<file path="src/hdl/jsu_pkg.sv">
// shared types, codes and helpers for the json string unescaper
package jsu_pkg;

   localparam logic [2:0] MODE_NORMAL = 3'd0;
   localparam logic [2:0] MODE_ESC    = 3'd1;
   localparam logic [2:0] MODE_HEX0   = 3'd2;
   localparam logic [2:0] MODE_HEX1   = 3'd3;
   localparam logic [2:0] MODE_HEX2   = 3'd4;
   localparam logic [2:0] MODE_HEX3   = 3'd5;

   localparam logic [1:0] ERR_OK             = 2'd0;
   localparam logic [1:0] ERR_MISSING_ESCAPE = 2'd1;
   localparam logic [1:0] ERR_INVALID_ESCAPE = 2'd2;
   localparam logic [1:0] ERR_UNTERMINATED   = 2'd3;

   localparam logic [7:0] CH_QUOTE     = 8'h22;
   localparam logic [7:0] CH_BACKSLASH = 8'h5c;
   localparam logic [7:0] CH_SLASH     = 8'h2f;
   localparam logic [7:0] CH_B         = 8'h62;
   localparam logic [7:0] CH_F         = 8'h66;
   localparam logic [7:0] CH_N         = 8'h6e;
   localparam logic [7:0] CH_R         = 8'h72;
   localparam logic [7:0] CH_T         = 8'h74;
   localparam logic [7:0] CH_U         = 8'h75;
   localparam logic [7:0] CH_SPACE     = 8'h20;

   localparam logic [7:0] BS_CODE  = 8'h08;
   localparam logic [7:0] FF_CODE  = 8'h0c;
   localparam logic [7:0] LF_CODE  = 8'h0a;
   localparam logic [7:0] CR_CODE  = 8'h0d;
   localparam logic [7:0] TAB_CODE = 8'h09;

   localparam logic [7:0] UTF8_LEAD2 = 8'hc0;
   localparam logic [7:0] UTF8_LEAD3 = 8'he0;
   localparam logic [7:0] UTF8_CONT  = 8'h80;

   typedef struct packed {
      logic [1:0]      count;
      logic [2:0][7:0] bytes;
      logic            byte_valid;
      logic            done;
      logic [1:0]      err;
   } jsu_result_type;

   // {is_hex, value}
   function automatic logic [4:0] hex_value(input logic [7:0] c);
      logic [4:0] r;
      r = 5'd0;
      if (c >= 8'h30 && c <= 8'h39) begin
         r = {1'b1, 4'(c - 8'h30)};
      end else if (c >= 8'h41 && c <= 8'h46) begin
         r = {1'b1, 4'(c - 8'h37)};
      end else if (c >= 8'h61 && c <= 8'h66) begin
         r = {1'b1, 4'(c - 8'h57)};
      end
      return r;
   endfunction

endpackage

</file>
<file path="src/hdl/json_string_unescape.sv">
// json string body unescaper top level: input register, decode, result buffer
// One source byte is taken per transaction and may be accepted every cycle while
// req_stall is low. Each byte passes an input register and combinational decode and
// lands in a three-entry result buffer; a backslash, a u and the first three hex
// digits leave no result, a plain byte, escape, closing quote or error leave one, and
// the last hex digit of \uXXXX leaves one to three utf-8 bytes. The result buffer sends
// one byte per cycle while rsp_stall is low, so a multi-byte code point holds the input
// side for its extra bytes. strict_mode resets to 1; the user is to write it through the
// csr channel only while the block is idle, and the block itself does not enforce this.
module json_string_unescape (
   input  logic       clock,
   input  logic       reset,
   input  logic       req_valid,
   output logic       req_stall,
   input  logic [7:0] req_in_byte,
   input  logic       req_source_end,
   output logic       rsp_valid,
   input  logic       rsp_stall,
   output logic [7:0] rsp_out_byte,
   output logic       rsp_byte_valid,
   output logic       rsp_string_done,
   output logic [1:0] rsp_error_code,
   output logic       rsp_run_last,
   input  logic       csr_valid,
   output logic       csr_ready,
   input  logic       csr_strict_mode
);
   import jsu_pkg::*;

   logic            strict_ff, strict_in;
   logic [2:0]      mode_ff, mode_in;
   logic [11:0]     hex_ff, hex_in;
   logic            in_valid_ff, in_valid_in;
   logic [7:0]      in_byte_ff;
   logic            in_end_ff;
   logic [1:0]      cnt_ff, cnt_in;
   logic [2:0][7:0] bytes_ff, bytes_in;
   logic            bvalid_ff, bvalid_in;
   logic            done_ff, done_in;
   logic [1:0]      err_ff, err_in;

   logic [2:0]      dec_mode;
   logic [11:0]     dec_hex;
   jsu_result_type  dec;
   logic            pop, buf_free, in_move;

   jsu_decode u_decode (
      .mode        (mode_ff),
      .hex_accum   (hex_ff),
      .strict_mode (strict_ff),
      .in_byte     (in_byte_ff),
      .source_end  (in_end_ff),
      .mode_next   (dec_mode),
      .hex_next    (dec_hex),
      .result      (dec)
   );

   assign csr_ready = 1'b1;

   assign rsp_valid = (cnt_ff != 2'd0);
   assign pop = rsp_valid && !rsp_stall;
   assign buf_free = (cnt_ff == 2'd0) || (cnt_ff == 2'd1 && !rsp_stall);
   assign in_move = in_valid_ff && buf_free;
   assign req_stall = in_valid_ff && !buf_free;

   assign rsp_out_byte = bvalid_ff ? bytes_ff[0] : 8'h00;
   assign rsp_byte_valid = bvalid_ff;
   assign rsp_string_done = done_ff;
   assign rsp_error_code = err_ff;
   assign rsp_run_last = (cnt_ff == 2'd1);

   always_comb begin
      strict_in = (csr_valid && csr_ready) ? csr_strict_mode : strict_ff;
      mode_in = in_move ? dec_mode : mode_ff;
      hex_in = in_move ? dec_hex : hex_ff;
      in_valid_in = req_valid ? 1'b1 : (in_valid_ff && !in_move);

      cnt_in = cnt_ff;
      bytes_in = bytes_ff;
      bvalid_in = bvalid_ff;
      done_in = done_ff;
      err_in = err_ff;
      if (pop) begin
         cnt_in = cnt_ff - 2'd1;
         bytes_in = {8'h00, bytes_ff[2], bytes_ff[1]};
      end
      if (in_move) begin
         cnt_in = dec.count;
         bytes_in = dec.bytes;
         bvalid_in = dec.byte_valid;
         done_in = dec.done;
         err_in = dec.err;
      end
   end

   always_ff @(posedge clock) begin
      if (reset) begin
         strict_ff <= 1'b1;
         mode_ff <= MODE_NORMAL;
         hex_ff <= '0;
         in_valid_ff <= 1'b0;
         cnt_ff <= 2'd0;
      end else begin
         strict_ff <= strict_in;
         mode_ff <= mode_in;
         hex_ff <= hex_in;
         in_valid_ff <= in_valid_in;
         cnt_ff <= cnt_in;
      end
   end

   always_ff @(posedge clock) begin
      if (req_valid && !req_stall) begin
         in_byte_ff <= req_in_byte;
         in_end_ff <= req_source_end;
      end
      bytes_ff <= bytes_in;
      bvalid_ff <= bvalid_in;
      done_ff <= done_in;
      err_ff <= err_in;
   end

   // string end is a single non-data transaction
   a_done_alone: assert property (@(posedge clock) disable iff (reset)
      rsp_valid && rsp_string_done |-> rsp_run_last && !rsp_byte_valid)
      else $error("string end not a lone last transaction");

   a_err_ends: assert property (@(posedge clock) disable iff (reset)
      rsp_valid && rsp_error_code != ERR_OK |-> rsp_string_done)
      else $error("error without string end");

   // later bytes of a multi-byte code point follow directly
   a_utf8_cont: assert property (@(posedge clock) disable iff (reset)
      pop && !rsp_run_last |=> rsp_valid && rsp_byte_valid)
      else $error("multi-byte sequence broken");

   a_end_clears: assert property (@(posedge clock) disable iff (reset)
      in_move && dec.done |=> mode_ff == MODE_NORMAL && hex_ff == 12'h000)
      else $error("decode state not cleared at string end");

endmodule

</file>
<file path="src/hdl/jsu_decode.sv">
// per-byte decode of escape mode, hex gathering and utf-8 encoding
module jsu_decode (
   input  logic [2:0]             mode,
   input  logic [11:0]            hex_accum,
   input  logic                   strict_mode,
   input  logic [7:0]             in_byte,
   input  logic                   source_end,
   output logic [2:0]             mode_next,
   output logic [11:0]            hex_next,
   output jsu_pkg::jsu_result_type result
);
   import jsu_pkg::*;

   logic [4:0]  hv;
   logic [15:0] uc;

   assign hv = hex_value(in_byte);
   assign uc = {hex_accum, hv[3:0]};

   always_comb begin
      mode_next = mode;
      hex_next = hex_accum;
      result.count = 2'd0;
      result.bytes = '0;
      result.byte_valid = 1'b0;
      result.done = 1'b0;
      result.err = ERR_OK;

      if (source_end) begin
         mode_next = MODE_NORMAL;
         hex_next = '0;
         result.count = 2'd1;
         result.done = 1'b1;
         result.err = ERR_UNTERMINATED;
      end else begin
         case (mode)
            MODE_ESC: begin
               mode_next = MODE_NORMAL;
               result.count = 2'd1;
               result.byte_valid = 1'b1;
               case (in_byte)
                  CH_QUOTE, CH_BACKSLASH, CH_SLASH: result.bytes[0] = in_byte;
                  CH_B: result.bytes[0] = BS_CODE;
                  CH_F: result.bytes[0] = FF_CODE;
                  CH_N: result.bytes[0] = LF_CODE;
                  CH_R: result.bytes[0] = CR_CODE;
                  CH_T: result.bytes[0] = TAB_CODE;
                  CH_U: begin
                     mode_next = MODE_HEX0;
                     hex_next = '0;
                     result.count = 2'd0;
                     result.byte_valid = 1'b0;
                  end
                  default: begin
                     hex_next = '0;
                     result.byte_valid = 1'b0;
                     result.done = 1'b1;
                     result.err = ERR_INVALID_ESCAPE;
                  end
               endcase
            end
            MODE_HEX0, MODE_HEX1, MODE_HEX2, MODE_HEX3: begin
               if (!hv[4]) begin
                  mode_next = MODE_NORMAL;
                  hex_next = '0;
                  result.count = 2'd1;
                  result.done = 1'b1;
                  result.err = ERR_INVALID_ESCAPE;
               end else if (mode != MODE_HEX3) begin
                  mode_next = mode + 3'd1;
                  hex_next = uc[11:0];
               end else begin
                  mode_next = MODE_NORMAL;
                  hex_next = '0;
                  result.byte_valid = 1'b1;
                  if (uc[15:7] == '0) begin
                     result.count = 2'd1;
                     result.bytes[0] = uc[7:0];
                  end else if (uc[15:11] == '0) begin
                     result.count = 2'd2;
                     result.bytes[0] = UTF8_LEAD2 | {3'b000, uc[10:6]};
                     result.bytes[1] = UTF8_CONT | {2'b00, uc[5:0]};
                  end else begin
                     result.count = 2'd3;
                     result.bytes[0] = UTF8_LEAD3 | {4'h0, uc[15:12]};
                     result.bytes[1] = UTF8_CONT | {2'b00, uc[11:6]};
                     result.bytes[2] = UTF8_CONT | {2'b00, uc[5:0]};
                  end
               end
            end
            default: begin
               mode_next = MODE_NORMAL;
               result.count = 2'd1;
               if (in_byte == CH_QUOTE) begin
                  hex_next = '0;
                  result.done = 1'b1;
               end else if (in_byte == CH_BACKSLASH) begin
                  mode_next = MODE_ESC;
                  result.count = 2'd0;
               end else if (strict_mode && in_byte < CH_SPACE) begin
                  hex_next = '0;
                  result.done = 1'b1;
                  result.err = ERR_MISSING_ESCAPE;
               end else begin
                  result.byte_valid = 1'b1;
                  result.bytes[0] = in_byte;
               end
            end
         endcase
      end
   end

endmodule

</file>
<file path="config.mk">
export PLATFORM = sky130hd
export DESIGN_NAME = json_string_unescape
export DESIGN_NICKNAME = d
export VERILOG_FILES = /design/src/hdl/jsu_pkg.sv /design/src/hdl/json_string_unescape.sv /design/src/hdl/jsu_decode.sv
export SDC_FILE = /design/constraint.sdc
export NUM_CORES = 1
export LEC_CHECK = 0
export ABC_AREA = 1
export BUFFER_PORTS_ARGS = -buffer_cell sky130_fd_sc_hd__buf_2
export CAP_MARGIN = 20
export CORE_MARGIN = 4
export CORE_UTILIZATION = 55
export CTS_BUF_LIST = sky130_fd_sc_hd__clkbuf_4
export CTS_CLUSTER_SIZE = 8
export DETAILED_ROUTE_END_ITERATION = 16
export PLACE_DENSITY = 0.75
export SETUP_SLACK_MARGIN = 0.5
export SYNTH_ARGS = -nofsm -noshare
export SYNTH_HDL_FRONTEND = slang
export SYNTH_SLANG_ARGS = --single-unit
</file>
<file path="constraint.sdc">
create_clock -name clock -period 4.3 [get_ports clock]
set_input_delay 0.86 -clock clock [delete_from_list [all_inputs] [get_ports clock]]
set_output_delay 0.86 -clock clock [all_outputs]
set_load 0.05 [all_outputs]
</file>
==> results.rst <==
.. list-table::
   :header-rows: 1

   * - Metric
     - Value
   * - Initial antenna violation count
     - 0
   * - Post-synth EDFFs
     - 35
   * - Critical path data required time
     - 3.44 ns
   * - Multiplexer fraction of the synthesized cell area
     - 0%
   * - Rel. slew slack
     - 43.2%
   * - Number of antenna diodes
     - 0
   * - Hold Crit Class
     - reg2reg
   * - Post-CTS setup-driven buffer insertion count
     - 0
   * - Fin. Hold Viols
     - 0
   * - Maximum achievable frequency
     - 374 MHz
   * - Pin count of the biggest net entering global routing
     - 24
   * - Cell area after technology mapping
     - 3500 sq um
   * - Detail-routed via count per cell
     - 5.34
   * - First-pass GRT wire length
     - 13.0 mm
   * - Initial DRT Pass Iterations
     - 5
   * - Number of placement rows
     - 28
   * - Post-synth ARST share
     - 0%
   * - PwrDens
     - 432 nW/um^2
   * - Critical R2R Capture
     - hex_ff[10]$_SDFFE_PP0P_
   * - Latest clock arrival within the worst-skew pair
     - 0.40 ns
   * - # placed instances
     - 543
   * - Main synth FF type
     - sky130_fd_sc_hd__edfxtp_1
   * - Initial Utilization
     - 57.8%
   * - Filler-free cell count of the finished design
     - 551
   * - Largest fanout of any net on the critical path
     - 4
   * - Clock-pin slew of the registers on the worst-case setup and hold paths
     - 0.16 ns
   * - Average wire length per cell after detail routing
     - 14.1 um
   * - H-tree levels
     - 2
   * - Post-synthesis sequential area ratio
     - 40.9%
   * - Hold Crit Depth
     - 2
   * - Max rail drop VDD
     - 0.300 mV
   * - Layout cells sized above 1
     - 24.8%
   * - Endpoint type of the worst setup path
     - output port
   * - Final setup violation count
     - 0
   * - Final wirelength
     - 7.78 mm
   * - Via count of the first global-routing pass
     - 2780
   * - Number of clock sinks seen by CTS
     - 54
   * - Run status
     - complete, no violations
   * - Leak Pwr
     - 1.67 nW
   * - Terminating pin of the worst hold path
     - cnt_ff[0]$_SDFFE_PP0P_
   * - Starting DRC count in detailed routing
     - 225
   * - Count of different cell masters after synthesis
     - 36
   * - Remaining design rule violation count
     - 0
   * - Register-to-register setup slack
     - 1.92 ns
   * - Count of state elements after synthesis
     - 54
   * - Vias after detailed routing
     - 2941
   * - Die Height
     - 87.8 um
   * - Final antenna-violating net count
     - 0
   * - Mapped Nets
     - 470
   * - Depth of the most critical reg-to-reg path
     - 10
   * - Compound-Gate Fraction of Synth Area
     - 8.26%
   * - Io pins
     - 31
   * - Critical path launch point type
     - register
   * - Total GRT Usage
     - 21.6%
   * - Clk Tree Root Cell
     - sky130_fd_sc_hd__clkbuf_4
   * - FF-to-FF Start
     - in_byte_ff[0]$_DFFE_PP_
   * - Critical Setup Path Class
     - reg2out
   * - Die area
     - 7710 sq um
   * - Number of instances in the synthesized netlist
     - 448
   * - Final sum of negative setup slack
     - 0 ns
   * - Post-CTS Resized
     - 0
   * - Clock buffer depth
     - 2
   * - Tmin final
     - 2.68 ns
   * - Total overflow reported by the global router
     - 0
   * - Least-Margin Pin Slew
     - 0.851 ns
   * - Yosys warns
     - 0
   * - Inserted Clock Buffers
     - 5
   * - Syn Area/Cell
     - 7.81 sq um
   * - Adder-cell area share of the yosys netlist
     - 2.50%
   * - Combinational family with the most area after synthesis
     - simple AND/OR/NAND/NOR gates
   * - Worst Min Path Start
     - cnt_ff[0]$_SDFFE_PP0P_
   * - Post-layout net count
     - 497
   * - Clock tree from TritonCTS
     - built
   * - Max capacitance violation total
     - 0
   * - Area grow syn2layout
     - 6.58%
   * - RSZ-0062 raised after global routing
     - no
   * - Xor-xnor portion of the synthesized cell area
     - 0%
   * - Post-route clock period utilization
     - 62.2%
   * - Core area
     - 6060 sq um
   * - GPL Wtd Cong
     - 0.930
   * - Number of hold buffers added after cts
     - 0
   * - Synthesized-area fraction occupied by and/or/nand/nor cells
     - 38.2%
   * - Count of pins over their slew limit
     - 0
   * - Horiz. Die Dim
     - 87.8 um
   * - Clk_skew
     - 0.0188 ns
   * - Final HPWL from detailed placement
     - 5.94 mm
   * - Arrival time reported for the critical path endpoint
     - 1.82 ns
   * - IO buf count
     - 29
==> worst max path at each step <==
stage	start	to	slack (ns)	cells after the start
floorplan	rsp_stall	req_stall	1.54	4
global route	cnt_ff[0]$_SDFFE_PP0P_	req_stall	1.45	6
finish	cnt_ff[0]$_SDFFE_PP0P_	req_stall	1.62	6
global placement	rsp_stall	req_stall	1.73	6
CTS	cnt_ff[0]$_SDFFE_PP0P_	req_stall	1.60	6
detailed placement	rsp_stall	bytes_ff[4]$_DFFE_PP_	1.70	6
==> cell families (layout without fill, tap and decap cells) <==
| logic type | after synthesis | after routing |
|---|---|---|
| buffers and inverters | 84 | 112 |
| and+or+nand+nor | 251 | 251 |
| DFF | 54 | 54 |
| AOI/OAI and AO/OA | 51 | 51 |
| adders and majority gates | 7 | 7 |
| other | 1 | 1 |
==> sequential cells by signal (all words and copies together), names as in the netlist <==
signal / cells
in_end_ff: 1
bytes_ff: 22
in_byte_ff: 8
hex_ff: 12
rsp_error_code: 2
strict_ff: 1
in_valid_ff: 1
rsp_byte_valid: 1
cnt_ff: 2
rsp_string_done: 1
mode_ff: 3
==> routing by layer <==
layer  track usage [%]  part of all wire (%)  vias to the layer above
met3              3.57                   6.2                       14
met4              6.69                   1.9                        0
met5                 0                     0                        -
met2              35.5                    46                      106
li1                  -                     -                     1493
met1              29.2                    46                     1328
==> layout by cell type (no fill, tap or decap) <==
cell                           n
sky130_fd_sc_hd__ha_1          7
sky130_fd_sc_hd__nand3_1      30
sky130_fd_sc_hd__nand3_2       1
sky130_fd_sc_hd__a21oi_1      19
sky130_fd_sc_hd__clkbuf_4      5
sky130_fd_sc_hd__nand2_4      13
sky130_fd_sc_hd__a22oi_1       3
sky130_fd_sc_hd__o21ai_0      12
sky130_fd_sc_hd__buf_2        29
sky130_fd_sc_hd__nor3_1        1
sky130_fd_sc_hd__nand3_4       3
sky130_fd_sc_hd__o21a_1        1
sky130_fd_sc_hd__edfxtp_1     35
sky130_fd_sc_hd__nand4_1      18
sky130_fd_sc_hd__nor2_1       31
sky130_fd_sc_hd__or2_0         1
sky130_fd_sc_hd__nand2_2      10
sky130_fd_sc_hd__conb_1        1
sky130_fd_sc_hd__o22ai_1       2
sky130_fd_sc_hd__inv_2        21
sky130_fd_sc_hd__nor2_2       19
sky130_fd_sc_hd__o21ai_1       7
sky130_fd_sc_hd__or2_1         1
sky130_fd_sc_hd__clkinv_1      1
sky130_fd_sc_hd__inv_6         1
sky130_fd_sc_hd__nand2_1     114
sky130_fd_sc_hd__clkinvlp_4    2
sky130_fd_sc_hd__nor2_8        2
sky130_fd_sc_hd__a31oi_1       2
sky130_fd_sc_hd__inv_1        53
sky130_fd_sc_hd__nand4_2       3
sky130_fd_sc_hd__a21oi_2       5
sky130_fd_sc_hd__nor2_4        4
sky130_fd_sc_hd__dfxtp_1      19
==> where the power goes <==
group	switching [mW]	internal [mW]
Combinational	0.462	0.164
Clock	0.178	0.0658
Sequential	0.0497	0.693
==> worst max-delay path: stages (launching register included) <==
cell,delay (ns)
sky130_fd_sc_hd__dfxtp_1,0.41
sky130_fd_sc_hd__inv_1,0.06
sky130_fd_sc_hd__ha_1,0.21
sky130_fd_sc_hd__a21oi_2,0.24
sky130_fd_sc_hd__inv_1,0.10
sky130_fd_sc_hd__nor2_1,0.13
sky130_fd_sc_hd__buf_2,0.28
==> final cells by class <==
type                            instances  area, sq um
Clock inverter                          3         23.8
Inverter                               75          282
Clock buffer                            5         37.5
Multi-Input combinational cell        310         1720
Tap cell                               75         93.8
Fill cell                             571         2330
Sequential cell                        54         1430
Timing Repair Buffer                   29          145
==> cell usage after synthesis (4+ instances only) <==
cell type / instances / area (sq um)
sky130_fd_sc_hd__a21oi_1: 19 / 95.1
sky130_fd_sc_hd__a21oi_2: 5 / 43.8
sky130_fd_sc_hd__dfxtp_1: 19 / 380
sky130_fd_sc_hd__edfxtp_1: 35 / 1050
sky130_fd_sc_hd__ha_1: 7 / 87.6
sky130_fd_sc_hd__inv_1: 53 / 199
sky130_fd_sc_hd__inv_2: 21 / 78.8
sky130_fd_sc_hd__nand2_1: 114 / 428
sky130_fd_sc_hd__nand2_2: 10 / 62.6
sky130_fd_sc_hd__nand2_4: 13 / 146
sky130_fd_sc_hd__nand3_1: 30 / 150
sky130_fd_sc_hd__nand4_1: 18 / 113
sky130_fd_sc_hd__nor2_1: 31 / 116
sky130_fd_sc_hd__nor2_2: 19 / 119
sky130_fd_sc_hd__nor2_4: 4 / 45.0
sky130_fd_sc_hd__o21ai_0: 12 / 60.1
sky130_fd_sc_hd__o21ai_1: 7 / 35.0
==> through the flow <==
step           cell area, sq um  power (mW)  hold WS (ns)  util (%)  worst slack (ns)
5_1_grt                    3730        1.72         0.551      61.6              1.45
3_5_place_dp               3670        1.38         0.495      60.5              1.70
3_3_place_gp               3670        1.36         0.493      60.5              1.73
6_report                   3730        1.61         0.521      61.6              1.62
4_1_cts                    3730        1.62         0.516      61.6              1.60
2_1_floorplan              3500        1.25         0.441         -              1.54
Note: power is estimated with default switching activity, not from simulation.
